### config.mk
export PLATFORM = sky130hd
export DESIGN_NAME = lz_paged_image_decoder
export DESIGN_NICKNAME = d
export VERILOG_FILES = /design/src/rtl/lzpid_pkg.sv /design/src/rtl/lzpid_parser.sv /design/src/rtl/lzpid_result_fifo.sv /design/src/rtl/lz_paged_image_decoder.sv
export SDC_FILE = /design/constraint.sdc
export NUM_CORES = 1
export LEC_CHECK = 0
export BUFFER_PORTS_ARGS = -buffer_cell sky130_fd_sc_hd__buf_4
export CAP_MARGIN = 10
export CORE_ASPECT_RATIO = 0.7
export CORE_MARGIN = 8
export CORE_UTILIZATION = 55
export DETAILED_ROUTE_END_ITERATION = 8
export PLACE_DENSITY = 0.76
export SLEW_MARGIN = 40
export SYNTH_ARGS = -nofsm -noshare
export SYNTH_HDL_FRONTEND = slang
export SYNTH_HIERARCHICAL = 1
export SYNTH_SLANG_ARGS = --single-unit
### constraint.sdc
create_clock -name clk_i -period 9.2 [get_ports clk_i]
set_clock_uncertainty 0.2 [all_clocks]
set_input_delay 0.92 -clock clk_i [delete_from_list [all_inputs] [get_ports clk_i]]
set_output_delay 0.92 -clock clk_i [all_outputs]
set_load 0.005 [all_outputs]
### src/rtl/lzpid_pkg.sv
// shared types and constants for the paged lz image decoder
`default_nettype none

package lzpid_pkg;

  localparam int unsigned DataW     = 8;
  localparam int unsigned AddrW     = 16;
  localparam int unsigned LenW      = 9;
  localparam int unsigned TdataW    = 56;
  localparam int unsigned FifoDepth = 4;
  localparam int unsigned FifoPtrW  = 2;
  localparam int unsigned FifoCntW  = 3;

  // result kinds
  typedef enum logic [1:0] {
    KIND_LIT  = 2'd0,
    KIND_COPY = 2'd1,
    KIND_END  = 2'd2,
    KIND_BAD  = 2'd3
  } kind_e;

  // parser phases, one-hot
  typedef enum logic [15:0] {
    PH_MAGIC0 = 16'h0001,
    PH_MAGIC1 = 16'h0002,
    PH_SEGHI  = 16'h0004,
    PH_SEGLO  = 16'h0008,
    PH_TOKEN  = 16'h0010,
    PH_LITCNT = 16'h0020,
    PH_LITS   = 16'h0040,
    PH_MCNT   = 16'h0080,
    PH_OFFHI  = 16'h0100,
    PH_OFFLO  = 16'h0200,
    PH_LSEGHI = 16'h0400,
    PH_LSEGLO = 16'h0800,
    PH_EXECHI = 16'h1000,
    PH_EXECLO = 16'h2000,
    PH_DONE   = 16'h4000,
    PH_ERROR  = 16'h8000
  } phase_e;

  typedef struct packed {
    kind_e              kind;
    logic [AddrW-1:0]   dest;
    logic [DataW-1:0]   data;
    logic [AddrW-1:0]   src;
    logic [LenW-1:0]    len;
    logic               reloc;
    logic               last;
  } result_t;

  // results produced by one accepted byte
  typedef struct packed {
    logic [1:0] count;
    result_t    r0;
    result_t    r1;
  } step_t;

  typedef struct packed {
    logic [FifoCntW-1:0] count;
  } fifo_status_t;

endpackage

`default_nettype wire

### src/rtl/lzpid_parser.sv
// byte parser: phase registers and the per-byte token step
`default_nettype none

module lzpid_parser (
  input  wire logic                          clk_i,
  input  wire logic                          rst_ni,
  input  wire logic                          fire_i,
  input  wire logic [lzpid_pkg::DataW-1:0]   byte_i,
  input  wire logic                          start_i,
  output lzpid_pkg::step_t                   step_o
);
  import lzpid_pkg::*;

  phase_e           phase_q, phase_d, cur_phase;
  logic [AddrW-1:0] waddr_q, waddr_d, cur_waddr;
  logic [AddrW-1:0] seg_q, seg_d, cur_seg;
  logic [AddrW-1:0] off_q, off_d, cur_off;
  logic [DataW-1:0] tok_q, tok_d, cur_tok;
  logic [LenW-1:0]  left_q, left_d, cur_left;
  logic [LenW-1:0]  idx_q, idx_d, cur_idx;
  logic [LenW-1:0]  mlen_q, mlen_d, cur_mlen;
  logic [DataW-1:0] hib_q, hib_d, cur_hib;
  logic             reloc_q, reloc_d, cur_reloc;

  // a start byte sees the reset state
  always_comb begin
    if (start_i) begin
      cur_phase = PH_MAGIC0;
      cur_waddr = '0;
      cur_seg   = '0;
      cur_off   = AddrW'(1);
      cur_tok   = '0;
      cur_left  = '0;
      cur_idx   = '0;
      cur_mlen  = '0;
      cur_hib   = '0;
      cur_reloc = 1'b1;
    end else begin
      cur_phase = phase_q;
      cur_waddr = waddr_q;
      cur_seg   = seg_q;
      cur_off   = off_q;
      cur_tok   = tok_q;
      cur_left  = left_q;
      cur_idx   = idx_q;
      cur_mlen  = mlen_q;
      cur_hib   = hib_q;
      cur_reloc = reloc_q;
    end
  end

  always_comb begin
    logic             run_al;
    logic             run_ac;
    logic             run_copy;
    logic [LenW-1:0]  idx_nx;
    logic [AddrW:0]   seg_delta;
    logic [DataW-1:0] thr;
    logic [DataW-1:0] b_inc;
    result_t          cp;

    phase_d   = cur_phase;
    waddr_d   = cur_waddr;
    seg_d     = cur_seg;
    off_d     = cur_off;
    tok_d     = cur_tok;
    left_d    = cur_left;
    idx_d     = cur_idx;
    mlen_d    = cur_mlen;
    hib_d     = cur_hib;
    reloc_d   = cur_reloc;
    run_al    = 1'b0;
    run_ac    = 1'b0;
    run_copy  = 1'b0;
    idx_nx    = cur_idx + LenW'(1);
    seg_delta = {1'b0, cur_waddr} - {1'b0, cur_seg};
    b_inc     = byte_i + DataW'(1);
    thr       = '0;
    cp        = '0;
    step_o    = '0;

    case (cur_phase)
      PH_MAGIC0: begin
        if (byte_i == '0) phase_d = PH_MAGIC1;
        else begin
          phase_d          = PH_ERROR;
          step_o.count     = 2'd1;
          step_o.r0.kind   = KIND_BAD;
        end
      end
      PH_MAGIC1: begin
        if (byte_i == 8'hff) phase_d = PH_SEGHI;
        else begin
          phase_d          = PH_ERROR;
          step_o.count     = 2'd1;
          step_o.r0.kind   = KIND_BAD;
        end
      end
      PH_SEGHI: begin
        hib_d   = byte_i;
        phase_d = PH_SEGLO;
      end
      PH_SEGLO: begin
        waddr_d = {cur_hib, byte_i};
        seg_d   = {cur_hib, byte_i};
        phase_d = PH_TOKEN;
      end
      PH_TOKEN: begin
        tok_d = byte_i;
        if (byte_i[6:4] == 3'd7) phase_d = PH_LITCNT;
        else if (byte_i[6:4] != 3'd0) begin
          left_d  = LenW'(byte_i[6:4]);
          idx_d   = '0;
          phase_d = PH_LITS;
        end else run_al = 1'b1;
      end
      PH_LITCNT: begin
        left_d  = (byte_i == '0) ? LenW'(256) : LenW'(byte_i);
        idx_d   = '0;
        phase_d = PH_LITS;
      end
      PH_LITS: begin
        step_o.count   = 2'd1;
        step_o.r0.kind = KIND_LIT;
        step_o.r0.dest = cur_waddr + AddrW'(cur_idx);
        step_o.r0.data = byte_i;
        idx_d          = idx_nx;
        if (cur_left <= LenW'(1)) begin
          left_d  = '0;
          waddr_d = {cur_waddr[15:8], cur_waddr[7:0] + idx_nx[7:0]};
          run_al  = 1'b1;
        end else left_d = cur_left - LenW'(1);
      end
      PH_MCNT: begin
        mlen_d = (byte_i == '0) ? LenW'(256) : LenW'(byte_i);
        run_ac = 1'b1;
      end
      PH_OFFHI: begin
        if (byte_i[7]) begin
          // short offset, page relative; threshold from distance into the segment
          if (seg_delta[AddrW]) thr = '0;
          else if (seg_delta[AddrW-1:7] != '0) thr = 8'hff;
          else thr = {1'b1, seg_delta[6:0]};
          if (byte_i < thr) off_d = AddrW'(b_inc[6:0]);
          else off_d = {7'd0, 1'b1, b_inc};
          run_copy = 1'b1;
        end else begin
          hib_d   = byte_i;
          phase_d = PH_OFFLO;
        end
      end
      PH_OFFLO: begin
        off_d    = {cur_hib, byte_i};
        run_copy = 1'b1;
      end
      PH_LSEGHI: begin
        if (byte_i == '0) phase_d = PH_EXECHI;
        else begin
          hib_d   = byte_i;
          phase_d = PH_LSEGLO;
        end
      end
      PH_LSEGLO: begin
        waddr_d = {cur_hib, byte_i};
        seg_d   = {cur_hib, byte_i};
        reloc_d = 1'b0;
        phase_d = PH_TOKEN;
      end
      PH_EXECHI: begin
        hib_d   = byte_i;
        phase_d = PH_EXECLO;
      end
      PH_EXECLO: begin
        step_o.count    = 2'd1;
        step_o.r0.kind  = KIND_END;
        step_o.r0.dest  = {cur_hib, byte_i};
        step_o.r0.reloc = cur_reloc;
        phase_d         = PH_DONE;
      end
      PH_ERROR: begin
        step_o.count   = 2'd1;
        step_o.r0.kind = KIND_BAD;
      end
      PH_DONE: ;
      default: ;
    endcase

    // end of literal run: pick up the match count from the token
    if (run_al) begin
      if (tok_d[3:0] == 4'hf) phase_d = PH_MCNT;
      else begin
        mlen_d = (tok_d[3:0] == 4'h0) ? '0 : LenW'(tok_d[3:0]) + LenW'(1);
        run_ac = 1'b1;
      end
    end

    if (run_ac) begin
      if (mlen_d != '0) begin
        if (tok_d[7]) phase_d = PH_OFFHI;
        else run_copy = 1'b1;
      end else if (tok_d[7]) begin
        seg_d   = cur_seg + AddrW'(256);
        waddr_d = cur_seg + AddrW'(256);
        phase_d = PH_TOKEN;
      end else phase_d = PH_LSEGHI;
    end

    if (run_copy) begin
      cp.kind = KIND_COPY;
      cp.dest = waddr_d;
      cp.src  = {waddr_d[15:8] - off_d[15:8], waddr_d[7:0] - off_d[7:0]};
      cp.len  = mlen_d;
      waddr_d = {waddr_d[15:8], waddr_d[7:0] + mlen_d[7:0]};
      phase_d = PH_TOKEN;
      if (step_o.count == 2'd0) begin
        step_o.r0    = cp;
        step_o.count = 2'd1;
      end else begin
        step_o.r1    = cp;
        step_o.count = 2'd2;
      end
    end

    step_o.r0.last = (step_o.count == 2'd1);
    step_o.r1.last = (step_o.count == 2'd2);
  end

  always_ff @(posedge clk_i or negedge rst_ni) begin
    if (!rst_ni) begin
      phase_q <= PH_MAGIC0;
      waddr_q <= '0;
      seg_q   <= '0;
      off_q   <= AddrW'(1);
      tok_q   <= '0;
      left_q  <= '0;
      idx_q   <= '0;
      mlen_q  <= '0;
      hib_q   <= '0;
      reloc_q <= 1'b1;
    end else if (fire_i) begin
      phase_q <= phase_d;
      waddr_q <= waddr_d;
      seg_q   <= seg_d;
      off_q   <= off_d;
      tok_q   <= tok_d;
      left_q  <= left_d;
      idx_q   <= idx_d;
      mlen_q  <= mlen_d;
      hib_q   <= hib_d;
      reloc_q <= reloc_d;
    end
  end

endmodule

`default_nettype wire

### src/rtl/lzpid_result_fifo.sv
// small result queue taking up to two results per cycle, one out per cycle while the reader is ready
`default_nettype none

module lzpid_result_fifo (
  input  wire logic                 clk_i,
  input  wire logic                 rst_ni,
  input  wire logic                 push_i,
  input  wire lzpid_pkg::step_t     step_i,
  output logic                      room_o,
  output logic                      valid_o,
  input  wire logic                 pop_ready_i,
  output lzpid_pkg::result_t        result_o,
  output lzpid_pkg::fifo_status_t   status_o
);
  import lzpid_pkg::*;

  result_t             mem_q [FifoDepth];
  logic [FifoPtrW-1:0] wp_q, wp_d, rp_q, rp_d;
  logic [FifoCntW-1:0] cnt_q, cnt_d;
  logic [FifoCntW-1:0] n_push;
  logic                pop;

  assign n_push   = push_i ? FifoCntW'(step_i.count) : '0;
  assign valid_o  = (cnt_q != '0);
  assign pop      = valid_o && pop_ready_i;
  // room for a worst-case byte
  assign room_o   = (cnt_q <= FifoCntW'(FifoDepth - 2));
  assign result_o = mem_q[rp_q];
  assign status_o.count = cnt_q;

  assign wp_d  = wp_q + FifoPtrW'(n_push);
  assign rp_d  = rp_q + FifoPtrW'(pop);
  assign cnt_d = cnt_q + n_push - FifoCntW'(pop);

  always_ff @(posedge clk_i) begin
    if (n_push != '0) mem_q[wp_q] <= step_i.r0;
    if (n_push == FifoCntW'(2)) mem_q[wp_q + FifoPtrW'(1)] <= step_i.r1;
  end

  always_ff @(posedge clk_i or negedge rst_ni) begin
    if (!rst_ni) begin
      wp_q  <= '0;
      rp_q  <= '0;
      cnt_q <= '0;
    end else begin
      wp_q  <= wp_d;
      rp_q  <= rp_d;
      cnt_q <= cnt_d;
    end
  end

endmodule

`default_nettype wire

### src/rtl/lz_paged_image_decoder.sv
// top level of the paged lz memory image stream decoder
//
//  channel  dir  tdata                                   tuser            tlast
//  s_axis   in   [7:0] stream byte                       start of stream  -
//  m_axis   out  dest, data, src, copy_len, relocatable  kind             last of byte
//
// one byte per cycle while the queue has room; the parse step is one combinational
// pass from the phase registers into the result queue, which registers the results
// a byte gives at most two results (last literal plus copy); the queue drains
// one per cycle, so a stalled output holds off input once three results wait
// asynchronous active-low reset puts the parser at the first magic byte
`default_nettype none

module lz_paged_image_decoder (
  input  wire logic                           clk_i,
  input  wire logic                           rst_ni,
  input  wire logic                           s_axis_tvalid_i,
  output logic                                s_axis_tready_o,
  input  wire logic [7:0]                     s_axis_tdata_i,  // [7:0] stream_byte
  input  wire logic                           s_axis_tuser_i,  // [0] start_of_stream
  output logic                                m_axis_tvalid_o,
  input  wire logic                           m_axis_tready_i,
  // [15:0] dest_addr, [23:16] data_byte, [39:24] src_addr, [48:40] copy_len,
  // [49] relocatable, [55:50] zero
  output logic [lzpid_pkg::TdataW-1:0]        m_axis_tdata_o,
  output logic [1:0]                          m_axis_tuser_o,  // [1:0] kind
  output logic                                m_axis_tlast_o
);
  import lzpid_pkg::*;

  logic         in_fire;
  step_t        step;
  result_t      res;
  fifo_status_t fstat;

  assign in_fire = s_axis_tvalid_i && s_axis_tready_o;

  lzpid_parser u_parser (
    .clk_i   (clk_i),
    .rst_ni  (rst_ni),
    .fire_i  (in_fire),
    .byte_i  (s_axis_tdata_i),
    .start_i (s_axis_tuser_i),
    .step_o  (step)
  );

  lzpid_result_fifo u_fifo (
    .clk_i       (clk_i),
    .rst_ni      (rst_ni),
    .push_i      (in_fire),
    .step_i      (step),
    .room_o      (s_axis_tready_o),
    .valid_o     (m_axis_tvalid_o),
    .pop_ready_i (m_axis_tready_i),
    .result_o    (res),
    .status_o    (fstat)
  );

  assign m_axis_tdata_o = {6'd0, res.reloc, res.len, res.src, res.data, res.dest};
  assign m_axis_tuser_o = res.kind;
  assign m_axis_tlast_o = res.last;

  // queue never holds more than its depth
  a_no_overflow: assert property (@(posedge clk_i) disable iff (!rst_ni)
    fstat.count <= FifoCntW'(FifoDepth))
    else $error("result queue overflow");

  // a byte with results makes the output valid next cycle
  a_result_shows: assert property (@(posedge clk_i) disable iff (!rst_ni)
    in_fire && step.count != 2'd0 |=> m_axis_tvalid_o)
    else $error("accepted results not presented");

  // two results per byte only as last literal followed by a copy
  a_pair_shape: assert property (@(posedge clk_i) disable iff (!rst_ni)
    in_fire && step.count == 2'd2 |->
      step.r0.kind == KIND_LIT && step.r1.kind == KIND_COPY && !step.r0.last)
    else $error("bad result pair");

endmodule

`default_nettype wire

==> out/summary.txt <==
largest family of logic cells by synthesized area -> multiplexers
ant diodes -> 0
cts hold-fix bufs -> 0
CP Buf/Inv Count -> 3
peak supply drop -> 0.177 mV
DR WL/cell -> 24.8 microns
Rel. slew slack -> 0.415
Clock Latency Late Sink -> 0.53 ns
share of cells above drive strength 1 -> 0.237
mux cell area share after synthesis -> 0.193
Max clock buf depth -> 3
CP max-delay cell -> a221oi_1
status -> completed
setup_tns -> 0 ns
Avg Cell Area, Syn -> 10.8 sq um
Die H -> 182 microns
CP Max Fanout -> 26
Max Slew Vio Count -> 0
postcts setup bufs -> 0
Synth area leader -> edfxtp_1
Synthesis Warnings -> 6
Post-Route WL -> 63.6 mm
Remaining DRCs -> 0
Cells after DPL -> 2499
CTS Buf Count -> 34
initial DRC count -> 2222
Clock Pin Slew Worst Setup and Hold Paths -> 0.07 ns
Setup Crit Path Kind -> in2reg
fin cells -> 2561
CTS tree -> yes
most common cell after layout, fill and taps aside -> edfxtp_1
final antenna-violating net count -> 0
I/O Buffers -> 67
Layout area overhead -> 9.61%
setup violators final -> 0
vias in the first global route -> 16.4k
clock root cell -> clkbuf_16
Cell Rows -> 60
Final Hold Vio Count -> 0
Final #Nets -> 2087
register area share after synthesis -> 0.425
post-synthesis adder-cell area fraction -> 0.0414
Slew @ Worst Pin -> 0.870 ns
HP Class -> in2async
hold slack -> 0.158 ns
initial antenna violation count -> 0
number of distinct library cells after synthesis -> 95
largest net degree at the start of global routing -> 63
Power Total -> 5660 uW
Arrival @ worst endpoint -> 8.02 ns
Clock Sinks -> 324
critical path's top delay family -> compound AO/OA/AOI/OAI gates
Achievable Freq -> 0.126 GHz
Worst Setup Start Kind -> input port
Worst EP required -> 9.28 ns
Vias/cell -> 6.54
DR vias -> 16.8k
Die Wd -> 253 microns
Post-DP HPWL -> 43.4 mm
RSZ-0062 raised after global routing -> no
H-tree depth reported by CTS -> 2
Compound-Gate Fraction of Synth Area -> 0.134
simple-gate area share of the yosys netlist -> 0.127
Final Cycle Share -> 0.863
total grt overflow -> 0
EDFF count, synth -> 212
most frequent cells in the layout -> edfxtp_1 (212), nor2_1 (185), mux2_2 (174), nand2_1 (134), a21oi_1 (118)
core area -> 38600 sq um
Max-Cap Viols -> 0
drt first pass iters -> 6
GP Congestion -> 0.949
critical path capture point type -> flop
Seq cells post-synth -> 324
share of the synthesized area in the top cell type -> 0.295
first-pass GRT wire length -> 98.1 mm
gr usage total -> 0.269
I/O pins -> 74
Power Dens Cells -> 239 nW/um^2
Leakage Power -> 0.00931 uW
Post-Syn Instances -> 2004
Primary FF master, synth -> edfxtp_1
initial core utilization -> 0.560
Die ar. -> 46000 sq um
post-synthesis cell area -> 21600 sq um
CTS resizes -> 0
Final min period -> 7.94 ns
top area cells in the synthesized netlist -> edfxtp_1 (29%), dfrtp_1 (13%), mux2_2 (9.1%)
Async SR Flop Fraction -> 0.346
Slowest Stage Delay on Critical Path -> 0.46 ns
Synth Area in XOR/XNOR -> 0.0308
[metrics by stage]
step,instance area [sq um],setup WS [ns],util
3_3_place_gp,22500,1.15,0.582
3_5_place_dp,22500,0.874,0.583
2_1_floorplan,21700,0.657,-
6_report,23700,1.26,0.613
4_1_cts,23600,1.41,0.612
5_1_grt,23700,0.679,0.613
[cells in the mapped netlist (all sizes together) (6+ instances only)]
library cell	n
xnor2	56
mux2	230
a211oi	14
xor2	20
a21o	26
nand4	11
o31ai	10
edfxtp	212
o21a	7
and3	26
o21ai	126
ha	61
o211ai	7
and2	17
a22oi	16
nand2	134
a221oi	6
nor3b	6
nand3	38
buf	75
mux4	53
o22ai	9
a22o	20
inv	64
a21oi	118
nor4	11
mux2i	18
a32o	12
nor2	190
and4	7
dfrtp	109
o21bai	8
or2	8
nor3	37
nand2b	21
nor2b	34
a31oi	13
or3	7
nand3b	8
clkbuf	82
[report_power, final]
group | internal [uW] | switching [uW]
clock network | 816 | 600
registers | 1750 | 184
logic | 994 | 1320
total | 3560 | 2110
[worst reg2reg max path, delay by kind of cell, from the launching register on]
family,cells,cell delay [ns]
DFF,1,0.49
adders and majority gates,2,0.63
and+or+nand+nor,10,3.13
xor gates and xnor gates,2,0.34
buffers and inverters,3,0.46
AOI/OAI and AO/OA,8,1.65
muxes,2,0.56
[per-layer routing]
metal | vias to the layer above | track usage | routed length [microns]
li1 | 7433 | - | -
met1 | 8309 | 0.382 | 26700
met2 | 881 | 0.413 | 28500
met3 | 130 | 0.0603 | 6710
met4 | 0 | 0.0737 | 1700
met5 | - | 0 | 0
[layout make-up]
type / instances / area, sq um
clock buffers: 42 / 902
clock inverters: 19 / 211
fillers: 3075 / 14900
inverters: 65 / 244
multi-input cells: 1477 / 11500
flip-flops and latches: 324 / 9180
well taps: 527 / 659
repair buffers: 107 / 932
[flip-flops by register name, summed over array words and instances, names as in the netlist, 3 cells and up]
name and count:
u_parser/idx_q 9, u_parser/mlen_q 9, u_parser/phase_q 16, u_parser/seg_q 16
u_fifo/status_o 3, u_parser/waddr_q 16, u_parser/hib_q 8, u_parser/left_q 9
u_parser/tok_q 5, u_fifo/mem_q 212, u_parser/off_q 16
[logic make-up after synthesis]
logic type,Yosys count
AND/OR/NAND/NOR,562
flip-flops,324
XOR/XNOR,76
buffers and inverters,222
other,2
adder cells (fa/ha/maj),70
AO/OA/AOI/OAI,447
multiplexers,301
[final timing paths]
check,to,slack (ns),depth (start not counted),start
max,u_fifo/mem_q[3][26],1.26,36,s_axis_tuser_i
min,u_parser/phase_q[5],0.16,1,rst_ni
max reg2reg,u_fifo/mem_q[3][26],1.51,27,u_parser/phase_q[13]
min reg2reg,u_parser/off_q[13],0.28,2,u_parser/off_q[13]
max in group asynchronous,u_fifo/rp_q[0],7.20,3,rst_ni
min in group clk_i,u_parser/off_q[13],0.28,2,u_parser/off_q[13]
(Power assumes the default switching activity.)
